`config.mk`:
```
export PLATFORM = sky130hd
export DESIGN_NAME = pafm_ctrl
export DESIGN_NICKNAME = d
export VERILOG_FILES = /design/src/pafm_pkg.sv /design/src/pafm_ctrl.sv
export SDC_FILE = /design/constraint.sdc
export NUM_CORES = 1
export LEC_CHECK = 0
export BUFFER_PORTS_ARGS = -buffer_cell sky130_fd_sc_hd__buf_4
export CAP_MARGIN = 20
export CORE_ASPECT_RATIO = 1.2
export CORE_MARGIN = 2
export CORE_UTILIZATION = 40
export CTS_CLUSTER_DIAMETER = 200
export DETAILED_ROUTE_END_ITERATION = 12
export GPL_TIMING_DRIVEN = 1
export PLACE_DENSITY_LB_ADDON = 0.25
export RECOVER_POWER = 25
export SYNTH_ARGS = -nofsm -noshare
export SYNTH_HDL_FRONTEND = slang
export SYNTH_SLANG_ARGS = --single-unit
```
`constraint.sdc`:
```
create_clock -name clk_i -period 2.2 [get_ports clk_i]
set_input_delay 0.44 -clock clk_i [delete_from_list [all_inputs] [get_ports clk_i]]
set_output_delay 0.44 -clock clk_i [all_outputs]
set_load 0.01 [all_outputs]
```
`src/pafm_pkg.sv`:
```
`timescale 1ns / 1ps

package pafm_pkg;

  localparam int WORD_W   = 64;
  localparam int BIT_W    = 6;
  localparam int OPC_W    = 1;
  localparam int REL_IN_W = 2;
  localparam int PAGE_W   = 10;
  localparam int COUNT_W  = 11;
  localparam int STAT_W   = 2;

  typedef enum logic [OPC_W-1:0] {
    OP_ALLOC = 1'b0,
    OP_FREE  = 1'b1
  } op_e;

  typedef enum logic [STAT_W-1:0] {
    ST_OK      = 2'd0,
    ST_NO_PAGE = 2'd1,
    ST_FULL    = 2'd2
  } status_e;

  typedef struct packed {
    op_e                 opcode;
    logic [REL_IN_W-1:0] relation;
    logic [PAGE_W-1:0]   page_number;
  } in_item_t;

  typedef struct packed {
    status_e            status;
    logic [PAGE_W-1:0]  granted_page;
    logic [COUNT_W-1:0] page_count;
  } out_item_t;

  typedef enum logic [3:0] {
    DP_NONE,
    DP_CLEAR,
    DP_ACCEPT,
    DP_REJECT,
    DP_GROW,
    DP_FULL,
    DP_SCAN_START,
    DP_SCAN_NEXT,
    DP_SCAN_HIT,
    DP_FREE_RD,
    DP_MARK,
    DP_TRIM_FIRST,
    DP_TRIM_NEXT,
    DP_FINISH
  } dp_op_e;

  typedef struct packed {
    dp_op_e op;
  } cmd_t;

  typedef struct packed {
    logic rel_ok;
    logic is_free;
    logic n_zero;
    logic n_full;
    logic page_absent;
    logic page_top;
    logic scan_hit;
    logic scan_last;
    logic tail_hit_first;
    logic tail_hit_next;
    logic chk_zero;
    logic clr_last;
    logic out_free;
  } dp_status_t;

endpackage

```
`src/pafm_ctrl.sv`:
```
`timescale 1ns / 1ps

module pafm_ctrl (
  input  logic                 clk_i,
  input  logic                 rst_ni,
  input  logic                 in_valid_i,
  output logic                 in_stall_o,
  input  pafm_pkg::dp_status_t status_i,
  output pafm_pkg::cmd_t       cmd_o
);
  import pafm_pkg::*;

  typedef enum logic [6:0] {
    S_CLEAR = 7'b0000001,
    S_IDLE  = 7'b0000010,
    S_LOAD  = 7'b0000100,
    S_SCAN  = 7'b0001000,
    S_FREE  = 7'b0010000,
    S_TRIM  = 7'b0100000,
    S_DONE  = 7'b1000000
  } state_e;

  state_e state_q, state_d;

  always_ff @(posedge clk_i or negedge rst_ni) begin
    if (!rst_ni) begin
      state_q <= S_CLEAR;
    end else begin
      state_q <= state_d;
    end
  end

  assign in_stall_o = (state_q != S_IDLE);

  always_comb begin
    state_d   = state_q;
    cmd_o.op  = DP_NONE;
    case (state_q)
      S_CLEAR: begin
        cmd_o.op = DP_CLEAR;
        if (status_i.clr_last) begin
          state_d = S_IDLE;
        end
      end
      S_IDLE: begin
        if (in_valid_i) begin
          cmd_o.op = DP_ACCEPT;
          state_d  = S_LOAD;
        end
      end
      S_LOAD: begin
        if (!status_i.rel_ok) begin
          cmd_o.op = DP_REJECT;
          state_d  = S_DONE;
        end else if (!status_i.is_free) begin
          if (status_i.n_zero) begin
            cmd_o.op = DP_GROW;
            state_d  = S_DONE;
          end else begin
            cmd_o.op = DP_SCAN_START;
            state_d  = S_SCAN;
          end
        end else if (status_i.page_absent) begin
          cmd_o.op = DP_REJECT;
          state_d  = S_DONE;
        end else begin
          cmd_o.op = DP_FREE_RD;
          state_d  = S_FREE;
        end
      end
      S_SCAN: begin
        if (status_i.scan_hit) begin
          cmd_o.op = DP_SCAN_HIT;
          state_d  = S_DONE;
        end else if (status_i.scan_last) begin
          cmd_o.op = status_i.n_full ? DP_FULL : DP_GROW;
          state_d  = S_DONE;
        end else begin
          cmd_o.op = DP_SCAN_NEXT;
        end
      end
      S_FREE: begin
        if (!status_i.page_top) begin
          cmd_o.op = DP_MARK;
          state_d  = S_DONE;
        end else begin
          cmd_o.op = DP_TRIM_FIRST;
          if (status_i.tail_hit_first || status_i.chk_zero) begin
            state_d = S_DONE;
          end else begin
            state_d = S_TRIM;
          end
        end
      end
      S_TRIM: begin
        cmd_o.op = DP_TRIM_NEXT;
        if (status_i.tail_hit_next || status_i.chk_zero) begin
          state_d = S_DONE;
        end
      end
      S_DONE: begin
        if (status_i.out_free) begin
          cmd_o.op = DP_FINISH;
          state_d  = S_IDLE;
        end
      end
      default: begin
        state_d = S_CLEAR;
      end
    endcase
  end

endmodule

```
[Yosys cells after proc, flatten, opt, wreduce, memory -nomap -nowiden]
Index checks and enable logic that the tools add are counted.
Cells by class
  equality and inequality tests: 13
  muxes and demuxes: 24
  reductions and logical operators: 3
Operators by type and width (number)
  $mux 7: 12
  $pmux 7 s7: 1
  $pmux 4 s7: 1
  $mux 4: 5
  $ne 2x2->1 const B: 4
  $eq 7x1->1 const B: 1
  $eq 7x2->1 const B: 1
  $eq 7x3->1 const B: 1
  $eq 7x4->1 const B: 1
  $eq 7x5->1 const B: 1
  $eq 7x6->1 const B: 1
  $eq 7x7->1 const B: 1
  $ne 7x2->1 const B: 1
  $mux 2: 3
  $reduce_and 5->1: 1
  $ne 3x3->1 const B: 1
  $logic_or 1x1->1: 2
  $mux 1: 2
Word-level totals
  bits in registers: 7
  input bits: 16
  output and inout bits: 5
  word-level logic and storage cells: 41

[Logic depth before layout (Yosys ltp)]
  word-level depth: 4
  depth in mapped cells: 5
  depth with buffers taken out: 4

[Worst setup path after synthesis]
No wires, ideal clock.
  kind: reg-to-output
  start point: register state_q[1]
  end point: output cmd_o[2] in the netlist's numbering
  arrival time: 1.416 ns
  data required time: 1.760 ns
  setup slack: 0.344 ns
  stages on the path, launching flop included: 6
  path buffers: 1
  cell sequence: dfrtp_1 > buf_6 > or4_4 > nor3_1 > a21oi_1 > o22ai_1
RTL lines
  from (decl): line pafm_ctrl.sv:23  | state_e state_q, state_d;
  from (signal assigned): line pafm_ctrl.sv:29  | state_q <= state_d;
  to (decl): line pafm_ctrl.sv:9  | output pafm_pkg::cmd_t cmd_o

==> summary.txt <==
Run status
  • Status: finished clean

Detailed routing
  • Detailed-route via count: around 790
  • Number of iterations in the first detailed-routing pass: 4
  • DRC violation count after routing: 0
  • Detail-routed net length per standard cell: between 10 and 15 um
  • Aggregate routed wire length: roughly 1900 um
  • Via density per instance: between 5 and 6
  • First-iteration detailed-routing DRC count: 6
  • DRT antenna net count: 0

Final layout
  • Diode insertion count for antenna repair: 0
  • Number of fill cells in the layout: roughly 160
  • Cell area after layout: about 960 sq um
  • Count of non-filler cells in the finished layout: around 140
  • Final Net Count: 137
  • Largest register by flop count: state_q
  • Syn-to-layout area delta: 32.53%
  • Fraction of final layout cells sized beyond drive strength 1: 0.3333
  • Top Registers: state_q x7
  • Number of flip-flops in the largest register: 7

Logic synthesis
  • Leading area contributor after synthesis: sky130_fd_sc_hd__dfrtp_1
  • Gate Count Post-Synth: 93
  • Primary flip-flop cell chosen by synthesis mapping: sky130_fd_sc_hd__dfrtp_1
  • #FFs+latches synth: 7
  • Post-synthesis net count: 109
  • Synthesized area: between 700 and 800 sq um
  • Most common library cells after synthesis: sky130_fd_sc_hd__nand2_1, sky130_fd_sc_hd__nand2b_1, sky130_fd_sc_hd__dfrtp_1
  • Part of the Yosys area used for sequential elements: 0.2439
  • Post-synth EDFFs: 0
  • Share of synthesized flip-flops with an asynchronous set or reset: 1.000
  • Leading post-synthesis cells by cell area: sky130_fd_sc_hd__dfrtp_1, sky130_fd_sc_hd__nand2b_1, sky130_fd_sc_hd__nand2_1, sky130_fd_sc_hd__nor2b_1, sky130_fd_sc_hd__dfstp_2
  • Cell with the most instances after synthesis: sky130_fd_sc_hd__nand2_1
  • Post-synthesis average cell area: between 7 and 8 sq um
  • Warnings from Yosys: 0
  • Count of distinct cell types in the synthesized netlist: 43
  • Area share of the largest cell type after synthesis: 0.2076

Placement
  • Placed standard-cell area: 872.1 sq um
  • # placed instances: 128
  • Detailed-placement wirelength estimate: 1453 um
  • Count of port buffers added during placement: 20
  • Placer congestion estimate: about 0.85
  • Minimum setup slack after placement: ~0.24 ns

Power and ir drop
  • Leakage power summed over all cells: about 0.40 nW
  • Highest ir drop seen on vdd: 480.2 uV
  • Overall power of the completed layout: roughly 830 uW
  • Pwr Density: between 800 and 900 nW/um^2

Timing
  • Period Utilization, post-route: 0.9853
  • Number of endpoints with negative hold slack in the final report: 0
  • Tightest Pin Transition: 0.3748 ns
  • RSZ-0062 raised after global routing: true
  • Number of pins exceeding their max-slew limit in the final report: 0
  • Final clock skew: ~0.0011 ns
  • Number of endpoints failing setup at the final stage: 0
  • Slew headroom: 0.7502
  • Min Clock Period, post-route: about 2.2 ns
  • Maximum operating frequency: 461.3 MHz
  • Setup slack of the critical path after layout: 0.03233 ns

Clock tree
  • Clock edge transition at the registers on the reported setup and hold paths: approximately 0.06 ns
  • Number of buffers between clock root and the deepest sink: 2
  • Clk root buf: sky130_fd_sc_hd__clkbuf_4
  • Insertion delay of the later-clocked pin in the worst-skew pair: around 0.27 ns
  • Maximum level of the CTS H-tree: 1
  • Number of buffers added by the clock tree synthesis step: 3
  • Clock tree from TritonCTS: built
  • Total clock sinks: 7

Worst setup path
  • Startpoint type of the worst setup path: flop
  • Peak per-stage delay on the critical path: roughly 0.40 ns
  • Cell occurring most often along the worst timing path: sky130_fd_sc_hd__buf_4
  • Critical Path RT: around 1.8 ns
  • Crit Path Max Fanout: 10
  • Largest delay share family, worst path: flip-flops
  • Kind of critical path: reg2out
  • CP Buf/Inv Count: 2
  • Worst Setup End Kind: output pin
  • Data arrival at the endpoint of the critical path: approximately 1.7 ns
  • Worst-path cell with the longest stage delay: sky130_fd_sc_hd__dfrtp_1
  • Critical path, cell by cell: buf_4 > nand2_1 > mux2_2 > o22a_1 > o22ai_1 > buf_4

Floorplan
  • Chip width: 42.82 um
  • Number of rows created at floorplan: 16
  • Die Footprint: ~2200 sq um
  • I/O pins: 21
  • Core area: approximately 1700 sq um
  • Initial core utilization: 0.4352
  • Height of the chip: slightly above 50 um

Global routing
  • Antenna violations before repair: 0
  • Global-route wire length before repair: 3160 um
  • Vias in the first global route: between 700 and 800
  • Largest net degree at the start of global routing: 11
  • GRT Util Overall: 0.1963
  • Total overflow reported by the global router: 0

Job
  • # Max-Cap Violations: 0

Min path
  • Worst hold path class: in2reg
layer usage:
layer | global-route usage | share of wire | vias up | routed length [um]
li1 | - | - | 399 | -
met1 | 0.2247 | 0.42 | 374 | 796
met2 | 0.3258 | 0.51 | 17 | 961
met3 | 0.07554 | 0.055 | 3 | 104
met4 | 0.07292 | 0.0085 | 0 | 16
met5 | 0 | 0 | - | 0
power by group:
group          internal (mW)  switching [mW]  leakage [nW]  total, mW
sequential             0.166          0.0272        0.0874      0.193
combinational          0.266           0.250         0.294      0.517
clock                 0.0669          0.0572        0.0177      0.124
total                  0.499           0.335         0.399      0.834
stage by stage:
step / TNS (ns) / hold slack (ns) / utilization
6_report: 0 / 0.3410 / 0.5768
5_1_grt: -0.1903 / 0.3424 / 0.5768
4_1_cts: 0 / 0.3412 / 0.5663
3_5_place_dp: 0 / 0.2576 / 0.5248
3_3_place_gp: 0 / 0.2580 / 0.5248
2_1_floorplan: 0 / 0.1444 / -
cell type report:
cell class              instances  area, sq um  area share
flip-flops and latches          7        180.2      0.1880
inverters                       4        15.01     0.01567
clock inverters                 1        5.005    0.005222
multi-input cells              77        504.2      0.5261
well taps                      18        22.52     0.02350
clock buffers                   3        22.52     0.02350
repair buffers                 28        209.0      0.2180
cell families (layout without fill, tap and decap cells):
kind of cell / Yosys count / count (layout) / synth area share
and+or+nand+nor: 46 / 46 / 0.3685
AOI/OAI and AO/OA: 29 / 29 / 0.2855
buffers and inverters: 9 / 36 / 0.07438
DFF: 7 / 7 / 0.2439
xor gates and xnor gates: 1 / 1 / 0.01211
muxes: 1 / 1 / 0.01557
final timing paths:
path                       cells past startpoint        start  slack [ns]    endpoint
min in group asynchronous                      2       rst_ni        0.60  state_q[6]
setup reg to reg                               5   state_q[6]        0.32  state_q[6]
setup / recovery                               6   state_q[6]        0.03    cmd_o[3]
hold reg to reg                                2   state_q[6]        0.65  state_q[1]
hold / removal                                 2  status_i[2]        0.34  state_q[5]
max in group asynchronous                      2       rst_ni        1.30  state_q[0]
timing repair:
item                                    in CTS  in global routing
setup buffers                                3                  2
hold buffers                                 1                  0
endpoints found under the setup margin       2                  4
hold endpoints to repair                     6                  0
resized for setup                            3                  2
cells in the final DEF, fill, tap and decap left out, types with 2 or more instances in the layout:
master and instances:
sky130_fd_sc_hd__a21boi_0 3, sky130_fd_sc_hd__a21oi_1 3, sky130_fd_sc_hd__buf_4 26, sky130_fd_sc_hd__clkbuf_4 3, sky130_fd_sc_hd__dfrtp_1 3, sky130_fd_sc_hd__dfrtp_2 3, sky130_fd_sc_hd__inv_1 4, sky130_fd_sc_hd__nand2_1 10
sky130_fd_sc_hd__nand2b_1 7, sky130_fd_sc_hd__nand3_1 2, sky130_fd_sc_hd__nor2_1 4, sky130_fd_sc_hd__nor2b_1 5, sky130_fd_sc_hd__nor3_1 4, sky130_fd_sc_hd__nor3b_1 2, sky130_fd_sc_hd__o21a_1 2, sky130_fd_sc_hd__o21ai_0 5
sky130_fd_sc_hd__o22ai_1 3, sky130_fd_sc_hd__o32ai_1 2, sky130_fd_sc_hd__or3_1 2
Note: power is estimated with default switching activity, not from simulation.
